--- src/hdl/pibe_pkg.sv ---
`timescale 1ns / 1ps
// ----------------------------------------------------------------------------
// pibe_pkg
// Shared types and fixed constants of the peak interval tempo estimator.
// ----------------------------------------------------------------------------
package pibe_pkg;

   // Field widths fixed by the stream format
   localparam int SAMPLE_W   = 16;
   localparam int THRESH_W   = 15;
   localparam int GAP_W      = 20;
   localparam int RATE_W     = 18;
   localparam int BPM_W      = 16;
   localparam int OUT_CNT_W  = 24;
   localparam int SINCE_W    = 32;
   localparam int CSR_IDX_W  = 2;
   localparam int CSR_DATA_W = 20;

   // Rate times sixty fits in 24 bits for every 18-bit rate
   localparam int RATE60_W   = 24;
   localparam int FRAC_BITS  = 8;
   localparam int Q_WIDTH    = 16;
   localparam int Q_CNT_W    = $clog2(Q_WIDTH);

   localparam logic [5:0]  SEC_PER_MIN = 6'd60;
   localparam logic [7:0]  BPM_LO      = 8'd60;
   localparam logic [7:0]  BPM_HI      = 8'd200;
   localparam logic [BPM_W-1:0] FALLBACK_Q8 = 16'd30720;

   localparam logic [THRESH_W-1:0] THRESH_RESET = 15'd22938;
   localparam logic [GAP_W-1:0]    GAP_RESET    = 20'd8820;
   localparam logic [RATE_W-1:0]   RATE_RESET   = 18'd44100;

   localparam logic [CSR_IDX_W-1:0] CSR_PEAK_THRESHOLD = 2'd0;
   localparam logic [CSR_IDX_W-1:0] CSR_MIN_GAP        = 2'd1;
   localparam logic [CSR_IDX_W-1:0] CSR_SAMPLE_RATE    = 2'd2;

   typedef struct packed {
      logic take;
      logic mul_rate;
      logic mul_n;
      logic check;
      logic div_step;
      logic finish;
   } cmd_type;

   typedef struct packed {
      logic fb_now;
   } status_type;

endpackage

--- src/hdl/pibe_if.sv ---
`timescale 1ns / 1ps
// ----------------------------------------------------------------------------
// pibe_if
// Sample stream and tempo result stream channels.
// ----------------------------------------------------------------------------
interface pibe_req_if;
   logic                                 valid;
   logic                                 ready;
   logic signed [pibe_pkg::SAMPLE_W-1:0] sample;
   logic                                 last;

   modport source (output valid, output sample, output last, input ready);
   modport sink   (input valid, input sample, input last, output ready);
endinterface

interface pibe_rsp_if;
   logic                              valid;
   logic                              ready;
   logic [pibe_pkg::BPM_W-1:0]        bpm_q8;
   logic                              fallback;
   logic [pibe_pkg::OUT_CNT_W-1:0]    interval_total;

   modport source (output valid, output bpm_q8, output fallback, output interval_total,
                   input ready);
   modport sink   (input valid, input bpm_q8, input fallback, input interval_total,
                   output ready);
endinterface

--- src/hdl/pibe_ctrl.sv ---
`timescale 1ns / 1ps
// ----------------------------------------------------------------------------
// pibe_ctrl
// Sequencer: takes items, runs the tempo calculation after the last item of a
// track and owns the result valid flag.
// ----------------------------------------------------------------------------
module pibe_ctrl (
   input  logic                 clock,
   input  logic                 reset,
   input  logic                 req_valid,
   input  logic                 req_last,
   output logic                 req_ready,
   output logic                 rsp_valid,
   input  logic                 rsp_ready,
   input  pibe_pkg::status_type status,
   output pibe_pkg::cmd_type    cmd
);

   localparam logic [2:0] ST_IDLE  = 3'd0;
   localparam logic [2:0] ST_MULR  = 3'd1;
   localparam logic [2:0] ST_MULN  = 3'd2;
   localparam logic [2:0] ST_CHECK = 3'd3;
   localparam logic [2:0] ST_DIV   = 3'd4;
   localparam logic [2:0] ST_DONE  = 3'd5;

   logic [2:0]                  st_ff, st_in;
   logic [pibe_pkg::Q_CNT_W-1:0] cnt_ff, cnt_in;
   logic                        rsp_valid_ff, rsp_valid_in;
   logic                        req_fire;

   assign req_ready = (st_ff == ST_IDLE);
   assign req_fire  = req_valid && req_ready;
   assign rsp_valid = rsp_valid_ff;

   always_comb begin
      st_in        = st_ff;
      cnt_in       = cnt_ff;
      rsp_valid_in = rsp_valid_ff && !rsp_ready;
      cmd          = '0;
      case (st_ff)
         ST_IDLE: begin
            cmd.take = req_fire;
            if (req_fire && req_last) begin
               st_in = ST_MULR;
            end
         end
         ST_MULR: begin
            cmd.mul_rate = 1'b1;
            st_in        = ST_MULN;
         end
         ST_MULN: begin
            cmd.mul_n = 1'b1;
            st_in     = ST_CHECK;
         end
         ST_CHECK: begin
            cmd.check = 1'b1;
            if (status.fb_now) begin
               st_in = ST_DONE;
            end else begin
               cnt_in = pibe_pkg::Q_CNT_W'(pibe_pkg::Q_WIDTH - 1);
               st_in  = ST_DIV;
            end
         end
         ST_DIV: begin
            cmd.div_step = 1'b1;
            if (cnt_ff == '0) begin
               st_in = ST_DONE;
            end else begin
               cnt_in = cnt_ff - 1'b1;
            end
         end
         ST_DONE: begin
            // hold the result until the output register is free
            if (!rsp_valid_ff || rsp_ready) begin
               cmd.finish   = 1'b1;
               rsp_valid_in = 1'b1;
               st_in        = ST_IDLE;
            end
         end
         default: begin
            st_in = ST_IDLE;
         end
      endcase
   end

   always_ff @(posedge clock) begin
      if (reset) begin
         st_ff        <= ST_IDLE;
         cnt_ff       <= '0;
         rsp_valid_ff <= 1'b0;
      end else begin
         st_ff        <= st_in;
         cnt_ff       <= cnt_in;
         rsp_valid_ff <= rsp_valid_in;
      end
   end

   a_last_starts_calc: assert property (@(posedge clock) disable iff (reset)
      req_fire && req_last |=> st_ff == ST_MULR)
      else $error("last item did not start the tempo calculation");

   a_no_overwrite: assert property (@(posedge clock) disable iff (reset)
      cmd.finish |-> (!rsp_valid_ff || rsp_ready))
      else $error("result register overwritten while full");

   a_valid_from_finish: assert property (@(posedge clock) disable iff (reset)
      $rose(rsp_valid_ff) |-> $past(cmd.finish))
      else $error("result valid raised without a finished calculation");

   a_cnt_idle: assert property (@(posedge clock) disable iff (reset)
      st_ff != ST_DIV |-> cnt_ff == '0)
      else $error("divide step counter left running");

endmodule

--- src/hdl/pibe_dpath.sv ---
`timescale 1ns / 1ps
// ----------------------------------------------------------------------------
// pibe_dpath
// Peak tracking, interval sum and count, config registers, tempo multiply
// and a restoring divider that yields one quotient bit per step.
// ----------------------------------------------------------------------------
module pibe_dpath #(
   parameter int SUM_WIDTH   = 32,
   parameter int COUNT_WIDTH = 24
) (
   input  logic                                  clock,
   input  logic                                  reset,
   input  pibe_pkg::cmd_type                     cmd,
   output pibe_pkg::status_type                  status,
   input  logic                                  csr_we,
   input  logic [pibe_pkg::CSR_IDX_W-1:0]        csr_index,
   input  logic [pibe_pkg::CSR_DATA_W-1:0]       csr_wdata,
   input  logic [pibe_pkg::SAMPLE_W-1:0]         sample,
   output logic [pibe_pkg::BPM_W-1:0]            bpm_q8,
   output logic                                  fallback,
   output logic [pibe_pkg::OUT_CNT_W-1:0]        interval_total
);

   localparam int SW   = SUM_WIDTH;
   localparam int CW   = COUNT_WIDTH;
   localparam int SPW  = pibe_pkg::SINCE_W;
   localparam int SXW  = ((SW > SPW) ? SW : SPW) + 1;
   localparam int NW   = pibe_pkg::RATE60_W + CW;
   localparam int CMPW = (NW > SW + 8) ? NW : SW + 8;
   localparam int DW   = ((NW + pibe_pkg::FRAC_BITS > SW) ? NW + pibe_pkg::FRAC_BITS : SW) + 1;
   localparam int QW   = pibe_pkg::Q_WIDTH;
   localparam int CWX  = (CW > pibe_pkg::OUT_CNT_W) ? CW : pibe_pkg::OUT_CNT_W;

   logic [pibe_pkg::THRESH_W-1:0] thresh_ff;
   logic [pibe_pkg::GAP_W-1:0]    gap_ff;
   logic [pibe_pkg::RATE_W-1:0]   rate_ff;

   logic [SPW-1:0] since_ff, since_in;
   logic           have_ff, have_in;
   logic           past_ff, past_in;
   logic [SW-1:0]  sum_ff, sum_in;
   logic [CW-1:0]  count_ff, count_in;

   logic [pibe_pkg::RATE60_W-1:0] r60_ff;
   logic [NW-1:0]                 n_ff;
   logic [CMPW-1:0]               s60_ff, s200_ff;
   logic                          fb_ff;
   logic [SW-1:0]                 rem_ff;
   logic [QW-1:0]                 dlo_ff;

   logic [pibe_pkg::BPM_W-1:0]     bpm_ff;
   logic                           fb_out_ff;
   logic [pibe_pkg::OUT_CNT_W-1:0] total_ff;

   logic [pibe_pkg::SAMPLE_W-1:0] mag;
   logic [SPW-1:0]                span;
   logic                          spaced, is_peak;
   logic [SXW-1:0]                sum_ext;
   logic [DW-1:0]                 dividend;
   logic [SW:0]                   trial;
   logic                          trial_ge;
   logic [CWX-1:0]                count_wide;

   // config registers
   always_ff @(posedge clock) begin
      if (reset) begin
         thresh_ff <= pibe_pkg::THRESH_RESET;
         gap_ff    <= pibe_pkg::GAP_RESET;
         rate_ff   <= pibe_pkg::RATE_RESET;
      end else if (csr_we) begin
         case (csr_index)
            pibe_pkg::CSR_PEAK_THRESHOLD: thresh_ff <= csr_wdata[pibe_pkg::THRESH_W-1:0];
            pibe_pkg::CSR_MIN_GAP:        gap_ff    <= csr_wdata[pibe_pkg::GAP_W-1:0];
            pibe_pkg::CSR_SAMPLE_RATE:    rate_ff   <= csr_wdata[pibe_pkg::RATE_W-1:0];
            default: begin
            end
         endcase
      end
   end

   // peak detection on the incoming item
   always_comb begin
      mag      = sample[pibe_pkg::SAMPLE_W-1] ? (pibe_pkg::SAMPLE_W'(0) - sample) : sample;
      span     = (since_ff == '1) ? since_ff : since_ff + 1'b1;
      spaced   = have_ff ? (span > SPW'(gap_ff)) : past_ff;
      is_peak  = (mag > pibe_pkg::SAMPLE_W'(thresh_ff)) && spaced;
      sum_ext  = SXW'(sum_ff) + SXW'(span);

      since_in = since_ff;
      have_in  = have_ff;
      past_in  = past_ff;
      sum_in   = sum_ff;
      count_in = count_ff;
      if (cmd.take) begin
         past_in = 1'b1;
         if (is_peak) begin
            if (have_ff) begin
               sum_in = (sum_ext > SXW'({SW{1'b1}})) ? {SW{1'b1}} : sum_ext[SW-1:0];
               if (count_ff != '1) begin
                  count_in = count_ff + 1'b1;
               end
            end
            have_in  = 1'b1;
            since_in = '0;
         end else begin
            since_in = span;
         end
      end else if (cmd.finish) begin
         since_in = '0;
         have_in  = 1'b0;
         past_in  = 1'b0;
         sum_in   = '0;
         count_in = '0;
      end
   end

   always_ff @(posedge clock) begin
      if (reset) begin
         since_ff <= '0;
         have_ff  <= 1'b0;
         past_ff  <= 1'b0;
         sum_ff   <= '0;
         count_ff <= '0;
      end else begin
         since_ff <= since_in;
         have_ff  <= have_in;
         past_ff  <= past_in;
         sum_ff   <= sum_in;
         count_ff <= count_in;
      end
   end

   // tempo calculation: N = 60*rate*count, q = floor((256*N + sum/2) / sum)
   assign status.fb_now = (count_ff == '0) || (sum_ff == '0)
                          || (CMPW'(n_ff) < s60_ff) || (CMPW'(n_ff) > s200_ff);

   assign dividend = DW'({n_ff, pibe_pkg::FRAC_BITS'(0)}) + DW'(sum_ff >> 1);
   assign trial    = {rem_ff, dlo_ff[QW-1]};
   assign trial_ge = trial >= {1'b0, sum_ff};

   always_ff @(posedge clock) begin
      if (cmd.mul_rate) begin
         r60_ff <= pibe_pkg::RATE60_W'(rate_ff) * pibe_pkg::RATE60_W'(pibe_pkg::SEC_PER_MIN);
      end
      if (cmd.mul_n) begin
         n_ff    <= NW'(r60_ff) * NW'(count_ff);
         s60_ff  <= CMPW'(sum_ff) * CMPW'(pibe_pkg::BPM_LO);
         s200_ff <= CMPW'(sum_ff) * CMPW'(pibe_pkg::BPM_HI);
      end
      if (cmd.check) begin
         fb_ff  <= status.fb_now;
         // quotient fits in QW bits, so the upper part is already below sum
         rem_ff <= SW'(dividend >> QW);
         dlo_ff <= dividend[QW-1:0];
      end else if (cmd.div_step) begin
         rem_ff <= trial_ge ? SW'(trial - {1'b0, sum_ff}) : trial[SW-1:0];
         dlo_ff <= {dlo_ff[QW-2:0], trial_ge};
      end
   end

   // result register
   assign count_wide = CWX'(count_ff);

   always_ff @(posedge clock) begin
      if (cmd.finish) begin
         bpm_ff    <= fb_ff ? pibe_pkg::FALLBACK_Q8 : pibe_pkg::BPM_W'(dlo_ff);
         fb_out_ff <= fb_ff;
         total_ff  <= (count_wide > CWX'({pibe_pkg::OUT_CNT_W{1'b1}}))
                      ? {pibe_pkg::OUT_CNT_W{1'b1}} : count_wide[pibe_pkg::OUT_CNT_W-1:0];
      end
   end

   assign bpm_q8         = bpm_ff;
   assign fallback       = fb_out_ff;
   assign interval_total = total_ff;

endmodule

--- src/hdl/peak_interval_bpm_estimator.sv ---
`timescale 1ns / 1ps
// ----------------------------------------------------------------------------
// peak_interval_bpm_estimator
// Estimates track tempo from the spacing of loud peaks in an audio stream.
//
//   channel  dir  handshake          payload
//   req      in   valid/ready        sample (Q1.15), last
//   rsp      out  valid/ready        bpm_q8 (Q8.8), fallback, interval_total
//   csr      in   csr_we             csr_index, csr_wdata
//
// A new item without last is taken every cycle while no calculation runs.
// An item with last starts the tempo calculation: two multiply stages, a
// range check and 16 restoring divide steps, then the result register
// loads (the divide steps are skipped on fallback); req_ready is low meanwhile.
// A result still waiting on rsp does not stop items; only the next result
// load waits for it. Synchronous reset restores register defaults and
// clears the track state.
// ----------------------------------------------------------------------------
module peak_interval_bpm_estimator #(
   parameter int SUM_WIDTH   = 32,
   parameter int COUNT_WIDTH = 24
) (
   input  logic                            clock,
   input  logic                            reset,
   pibe_req_if.sink                        req,
   pibe_rsp_if.source                      rsp,
   input  logic                            csr_we,
   input  logic [pibe_pkg::CSR_IDX_W-1:0]  csr_index,
   input  logic [pibe_pkg::CSR_DATA_W-1:0] csr_wdata
);

   pibe_pkg::cmd_type    cmd;
   pibe_pkg::status_type status;
   logic                 req_ready;
   logic                 rsp_valid;

   pibe_ctrl u_ctrl (
      .clock     (clock),
      .reset     (reset),
      .req_valid (req.valid),
      .req_last  (req.last),
      .req_ready (req_ready),
      .rsp_valid (rsp_valid),
      .rsp_ready (rsp.ready),
      .status    (status),
      .cmd       (cmd)
   );

   pibe_dpath #(
      .SUM_WIDTH   (SUM_WIDTH),
      .COUNT_WIDTH (COUNT_WIDTH)
   ) u_dpath (
      .clock          (clock),
      .reset          (reset),
      .cmd            (cmd),
      .status         (status),
      .csr_we         (csr_we),
      .csr_index      (csr_index),
      .csr_wdata      (csr_wdata),
      .sample         (req.sample),
      .bpm_q8         (rsp.bpm_q8),
      .fallback       (rsp.fallback),
      .interval_total (rsp.interval_total)
   );

   assign req.ready = req_ready;
   assign rsp.valid = rsp_valid;

endmodule
--- src/flat_wrapper.sv ---
// flat-port wrapper written by rule: the top's interface ports become plain ports
module peak_interval_bpm_estimator_flat 
#(
   parameter int SUM_WIDTH   = 32,
   parameter int COUNT_WIDTH = 24
)
  (clock, reset, csr_we, csr_index, csr_wdata, req_valid, req_sample, req_last, req_ready, rsp_valid, rsp_bpm_q8, rsp_fallback, rsp_interval_total, rsp_ready);
  pibe_req_if req_i ();
  pibe_rsp_if rsp_i ();
  input  logic clock;
  input  logic reset;
  input  logic csr_we;
  input  logic [pibe_pkg::CSR_IDX_W-1:0] csr_index;
  input  logic [pibe_pkg::CSR_DATA_W-1:0] csr_wdata;
  input wire logic [$bits(req_i.valid)-1:0] req_valid;
  input wire logic [$bits(req_i.sample)-1:0] req_sample;
  input wire logic [$bits(req_i.last)-1:0] req_last;
  output wire logic [$bits(req_i.ready)-1:0] req_ready;
  output wire logic [$bits(rsp_i.valid)-1:0] rsp_valid;
  output wire logic [$bits(rsp_i.bpm_q8)-1:0] rsp_bpm_q8;
  output wire logic [$bits(rsp_i.fallback)-1:0] rsp_fallback;
  output wire logic [$bits(rsp_i.interval_total)-1:0] rsp_interval_total;
  input wire logic [$bits(rsp_i.ready)-1:0] rsp_ready;
  assign req_i.valid = req_valid;
  assign req_i.sample = req_sample;
  assign req_i.last = req_last;
  assign req_ready = req_i.ready;
  assign rsp_valid = rsp_i.valid;
  assign rsp_bpm_q8 = rsp_i.bpm_q8;
  assign rsp_fallback = rsp_i.fallback;
  assign rsp_interval_total = rsp_i.interval_total;
  assign rsp_i.ready = rsp_ready;
  peak_interval_bpm_estimator #(.SUM_WIDTH(SUM_WIDTH), .COUNT_WIDTH(COUNT_WIDTH)) u_core (.clock(clock), .reset(reset), .req(req_i), .rsp(rsp_i), .csr_we(csr_we), .csr_index(csr_index), .csr_wdata(csr_wdata));
endmodule
--- config.mk ---
export PLATFORM = sky130hd
export DESIGN_NAME = peak_interval_bpm_estimator_flat
export DESIGN_NICKNAME = d
export VERILOG_FILES = /design/src/hdl/pibe_pkg.sv /design/src/hdl/pibe_if.sv /design/src/hdl/pibe_ctrl.sv /design/src/hdl/pibe_dpath.sv /design/src/hdl/peak_interval_bpm_estimator.sv /design/src/flat_wrapper.sv
export SDC_FILE = /design/constraint.sdc
export NUM_CORES = 2
export LEC_CHECK = 0
export ABC_CLOCK_PERIOD_IN_PS = 13400
export BUFFER_PORTS_ARGS = -buffer_cell sky130_fd_sc_hd__buf_4
export CAP_MARGIN = 20
export CORE_MARGIN = 2
export CORE_UTILIZATION = 55
export CTS_BUF_LIST = sky130_fd_sc_hd__clkbuf_16
export DETAILED_ROUTE_END_ITERATION = 12
export GPL_TIMING_DRIVEN = 1
export PLACE_DENSITY_LB_ADDON = 0.2
export SLEW_MARGIN = 15
export SYNTH_ARGS = -nofsm -noshare
export SYNTH_HDL_FRONTEND = slang
export SYNTH_SLANG_ARGS = --single-unit
export TNS_END_PERCENT = 5
--- constraint.sdc ---
create_clock -name clock -period 13.4 [get_ports clock]
set_input_delay 1.34 -clock clock [delete_from_list [all_inputs] [get_ports clock]]
set_output_delay 1.34 -clock clock [all_outputs]
set_load 0.03 [all_outputs]
# Word level (Yosys, flattened, before mapping)
# Cells that the tools add are included.
# op_classes
reduce_logical,26
eq_ne,17
n_addsub,7
magnitude_cmp,7
muxes,41
n_mul,4
# ops
op,count
32-bit two-way mux,11
24-bit two-way mux,5
48-bit by 31-bit adder with 48-bit output,1
48-bit by 40-bit > comparator with 1-bit output,1
48-bit by 38-bit < comparator with 1-bit output,1
16-bit two-way mux,3
22-bit by 24-bit multiplier with 46-bit output,1
"32-bit by 5-bit multiplier with 37-bit output, second input constant",1
"32-bit by 4-bit multiplier with 36-bit output, second input constant",1
32-bit by 32-bit adder with 33-bit output,1
33-bit by 32-bit greater-or-equal comparator with 1-bit output,1
"33-bit by 32-bit > comparator with 1-bit output, second input constant",1
"32-bit by 1-bit adder with 32-bit output, second input constant",1
"32-bit == test, second input constant",1
32-bit by 20-bit > comparator with 1-bit output,1
32-bit zero test,1
32-bit subtractor,1
"24-bit by 1-bit adder with 24-bit output, second input constant",1
"24-bit > comparator, second input constant",1
24-bit zero test,1
"24-bit inequality test, second input constant",1
"18-bit by 4-bit multiplier with 22-bit output, second input constant",1
3-bit one-hot mux with 6 select lines,1
16-bit by 15-bit > comparator with 1-bit output,1
23 further kinds,62
# word_totals
wordCells,123
ff_bits,382
inputBits,44

# Logic depth before layout (Yosys ltp)
# logic_depth
depth_word,8
mapped_depth,29

# Modules after synthesis
# Synthesis repeated with hierarchy kept, for this count alone.
# hier_totals
cells_unflattened,5196
area_unflattened_um2,47665.7
# by_module_without_submodules
module,n_inst,area_per_inst_um2,cells_per_inst
pibe_dpath,1,47190.3,5147
pibe_ctrl,1,475.5,49

# Worst setup path after synthesis
# Ideal clock, no wire load.
# synth_path
path_kind,reg2reg
start,register u_core.u_ctrl.st_ff[1]
end,register u_core.u_dpath.n_ff[10] (enable)
setup_ns,0.764
path_stages_with_launch,3
slack_ns,3.485
t_arrival_ns,9.151
required_time_ns,12.636
synth_period_minus_slack_ns,9.915
cell_sequence,dfxtp_1 > clkbuf_1 > nor3b_1
# synth_between
elab_chain_len,2
# synth_rtl
item,line,source
start: declaration,pibe_ctrl.sv:26,"logic [2:0] st_ff, st_in;"
start signal: assignment,pibe_ctrl.sv:92,st_ff <= st_in;
3-bit by 2-bit == test with 1-bit output,pibe_ctrl.sv:40,case (st_ff)
1-bit two-way mux,pibe_ctrl.sv:40,
end signal: assignment,pibe_dpath.sv:146,n_ff <= NW'(r60_ff) * NW'(count_ff);
end: declaration,pibe_dpath.sv:45,logic [NW-1:0] n_ff;
# Every way passes these cells.
# A chain may end at the register's enable or synchronous reset.

# Worst setup path after layout
# layout_path
start,register u_core.u_dpath.r60_ff[11] in the netlist's numbering
end,"register u_core.u_dpath.n_ff[47], data pin"
# layout_between
elab_chain_len,1
# layout_rtl
item,line,source
start: declaration,pibe_dpath.sv:44,logic [pibe_pkg::RATE60_W-1:0] r60_ff;
start signal: assignment,pibe_dpath.sv:143,r60_ff <= pibe_pkg::RATE60_W'(rate_ff) * pibe_pkg::RATE60_W'(pibe_pkg::SEC_PER_MIN);
22-bit by 24-bit multiplier with 46-bit output,pibe_dpath.sv:146,
# Every way passes these cells.

==> flow_metrics.tcl <==
set metrics [dict create \
    drtAntennaViolNets 0 \
    drv_cap 0 \
    relSlewSlack 0.290 \
    final_cell_mix "inv_1 (797), fa_1 (561), ha_1 (536), nand2_1 (535), a21oi_1 (310)" \
    syn_avg_cell_area_um2 9.16 \
    die_x_um 296 \
    synth_edf_count 230 \
    cpPeakStageDelay_ns 1.03 \
    grt_setup_unrepaired "false" \
    crit_required_ns 13.71 \
    drt_first_iter_violations 2339 \
    vias_per_cell 5.72 \
    dp_hpwl_um 96800 \
    tightest_slew_ns 1.06 \
    final_util 0.590 \
    clkTransAtPathRegs_ns 0.06 \
    async_reset_ff_frac 0 \
    setup_tns_ns 0 \
    cts_tree "done" \
    areaGrowthSynthToFinish_pct 6.84 \
    first_pass_iters 5 \
    die_h_um 296 \
    cts_sinks 381 \
    crit_top_cell "fa_1" \
    cpLargestDelayFamily "adder cells" \
    synthesis.nets 6251 \
    antenna_found_initial 1 \
    arrival_ns 8.26 \
    grt_pass1_wl_um 194000 \
    dpl_cell_area_um2 48600 \
    drcViolationCount 0 \
    nNetsFinal 6220 \
    ys_ff_latch 381 \
    crit_buf_inv 3 \
    synth_top_cell_by_area "fa_1" \
    cts_resized 0 \
    diodes 0 \
    vias 35800 \
    final_common_cell "inv_1" \
    synth_area_um2 46800 \
    power_mw 3.08 \
    hold_viol 0 \
    wl_per_cell_um 19.7 \
    p_leak_nw 24.3 \
    status "finished clean" \
    grt_pass1_vias 35200 \
    routabilityCongestion 0.932 \
    cts-root-buf "clkbuf_16" \
    post_cts_buffers 0 \
    grt.total_usage 0.284 \
    core_um2 84700 \
    grt_overflow_total 0 \
    fmax_ghz 0.126 \
    worstPathCellList "nand2_1 > fa_1 > fa_1 > fa_1 > inv_1 > fa_1 > fa_1 > fa_1 > inv_1 > fa_1 > inv_1 > ha_1 > a211o_1 > o32ai_1 > o21ai_0 > a21oi_1 > o21ai_0 > a41o_1 > a211oi_1 > o31ai_1 > a21oi_1 > xnor2_1" \
    synth_warnings 0 \
    cp_slowest_cell "edfxtp_1" \
    synth_flop_cell "edfxtp_1" \
    cts_htree_levels 2 \
    startpoint_type "register" \
    irDropWorstVdd_mv 0.0962 \
    rrSetupSlack_ns 5.45 \
    cts-hold-fix-buffers 0 \
    worstSetupEndpointType "register" \
    synthDominantCellAreaShare 0.240 \
    cts_buffers 46 \
    finClkSkew_ns 0.0313 \
    fin_crit_ns 7.95 \
    clock_latency_ns 0.61 \
    routed_wl_um 123000 \
    fin_area_um2 50000 \
    io_buffers 86 \
    start_util 0.553 \
    pwr_density_cell_nw_per_um2 61.6 \
    drive_gt1_frac 0.0503 \
    ys_seq_area_frac 0.212 \
    crit_type "register to register" \
    io_pins 87 \
    yosysUniqueCellTypes 77 \
    crit_fanout 24 \
    rows 107 \
    setup_viol 0 \
    die_area_um2 87500 \
    slew_violations 0 \
    synth_cells 5110 \
    hold_class "register to register" \
    cts_buffer_depth 3 \
    fin_crit_sh 0.593 \
    synth.area.top_cells "fa_1 (24%), edfxtp_1 (15%), ha_1 (14%)" \
    grt_max_degree 79 \
]
## synthesized netlist by cell type, drive strengths merged (16+ instances only)
cell and count:
dfxtp 151, clkbuf 212, nand2b 26, a31oi 40, or3 21, nor2 252
ha 536, xor2 75, buf 18, o21bai 26, and3 30, nor2b 40
nor4 23, xnor2 170, nand3 76, o21a 44, inv 787, nand2 536
a211oi 35, nand3b 32, a21o 130, a21oi 310, nor3 64, o21ai 147
a211o 18, edfxtp 230, fa 561, a221oi 16, and2 243, a22oi 25
or2 17, nand4 55
## cells by family (layout without fill, tap and decap cells)
kind of cell,after synthesis,count (layout),synth area share
muxes,15,15,0.00323
buffers and inverters,1018,1022,0.0820
adders and majority gates,1097,1097,0.383
and+or+nand+nor,1458,1458,0.152
DFF,381,381,0.212
AOI/OAI and AO/OA,896,896,0.122
xor gates and xnor gates,245,245,0.0458
## path summary, 6_finish.rpt
check                                 endpoint  depth (start not counted)                         from
min          u_core.u_dpath.interval_total[18]                          0  u_core.u_dpath.count_ff[18]
max reg2reg            u_core.u_dpath.n_ff[47]                         22    u_core.u_dpath.r60_ff[11]
min reg2reg  u_core.u_dpath.interval_total[18]                          0  u_core.u_dpath.count_ff[18]
max                    u_core.u_dpath.n_ff[47]                         22    u_core.u_dpath.r60_ff[11]
## through the flow
step / hold slack (ns) / setup slack (ns) / std cells
after global routing: 0.471 / 5.17 / 6258
after CTS: 0.444 / 5.54 / 6258
after floorplan: 0.436 / 3.48 / 5110
after global placement: 0.417 / 5.68 / 6174
after detailed placement: 0.429 / 5.56 / 6175
final: 0.445 / 5.45 / 6258
## area by class of cell
type	count	area, µm²
multi-input combinational	3711	33100
clock inverter	33	218
tap	1144	1430
clock buffer	50	1250
timing repair buffer	151	1130
inverter	788	2960
sequential	381	9930
fill	7454	34700
## layer usage
layer  part of all wire  global-route usage  vias to the layer above  routed length [µm]
li1                   -                   -                    16800                   -
met1               0.43               0.386                    17700               52800
met2               0.47               0.468                     1091               58100
met3              0.069              0.0467                      202                8490
met4              0.032              0.0852                        2                3930
met5            0.00011                   0                        -                  13
## report_power, final
part           switching [mW]  internal [mW]  leakage [nW]  total (mW)
Sequential             0.0843           1.31          3.32        1.40
Combinational           0.286          0.174          20.2       0.460
Clock                   0.530          0.694         0.766        1.22
Total                   0.900           2.18          24.3        3.08
## registers in the layout, indices dropped and copies added (netlist names), 3 cells and up
signal and count:
u_core.u_dpath.n_ff 46, u_core.u_dpath.s200_ff 37, u_core.u_dpath.s60_ff 35, u_core.u_dpath.rem_ff 32, u_core.u_dpath.since_ff 32, u_core.u_dpath.sum_ff 32, u_core.u_dpath.count_ff 24, u_core.u_dpath.interval_total 24
u_core.u_dpath.r60_ff 22, u_core.u_dpath.gap_ff 20, u_core.u_dpath.rate_ff 18, u_core.u_dpath.bpm_q8 16, u_core.u_dpath.dlo_ff 16, u_core.u_dpath.thresh_ff 15, u_core.u_ctrl.cnt_ff 4, u_core.u_ctrl.st_ff 3
Power figures use the tool's default switching activity.
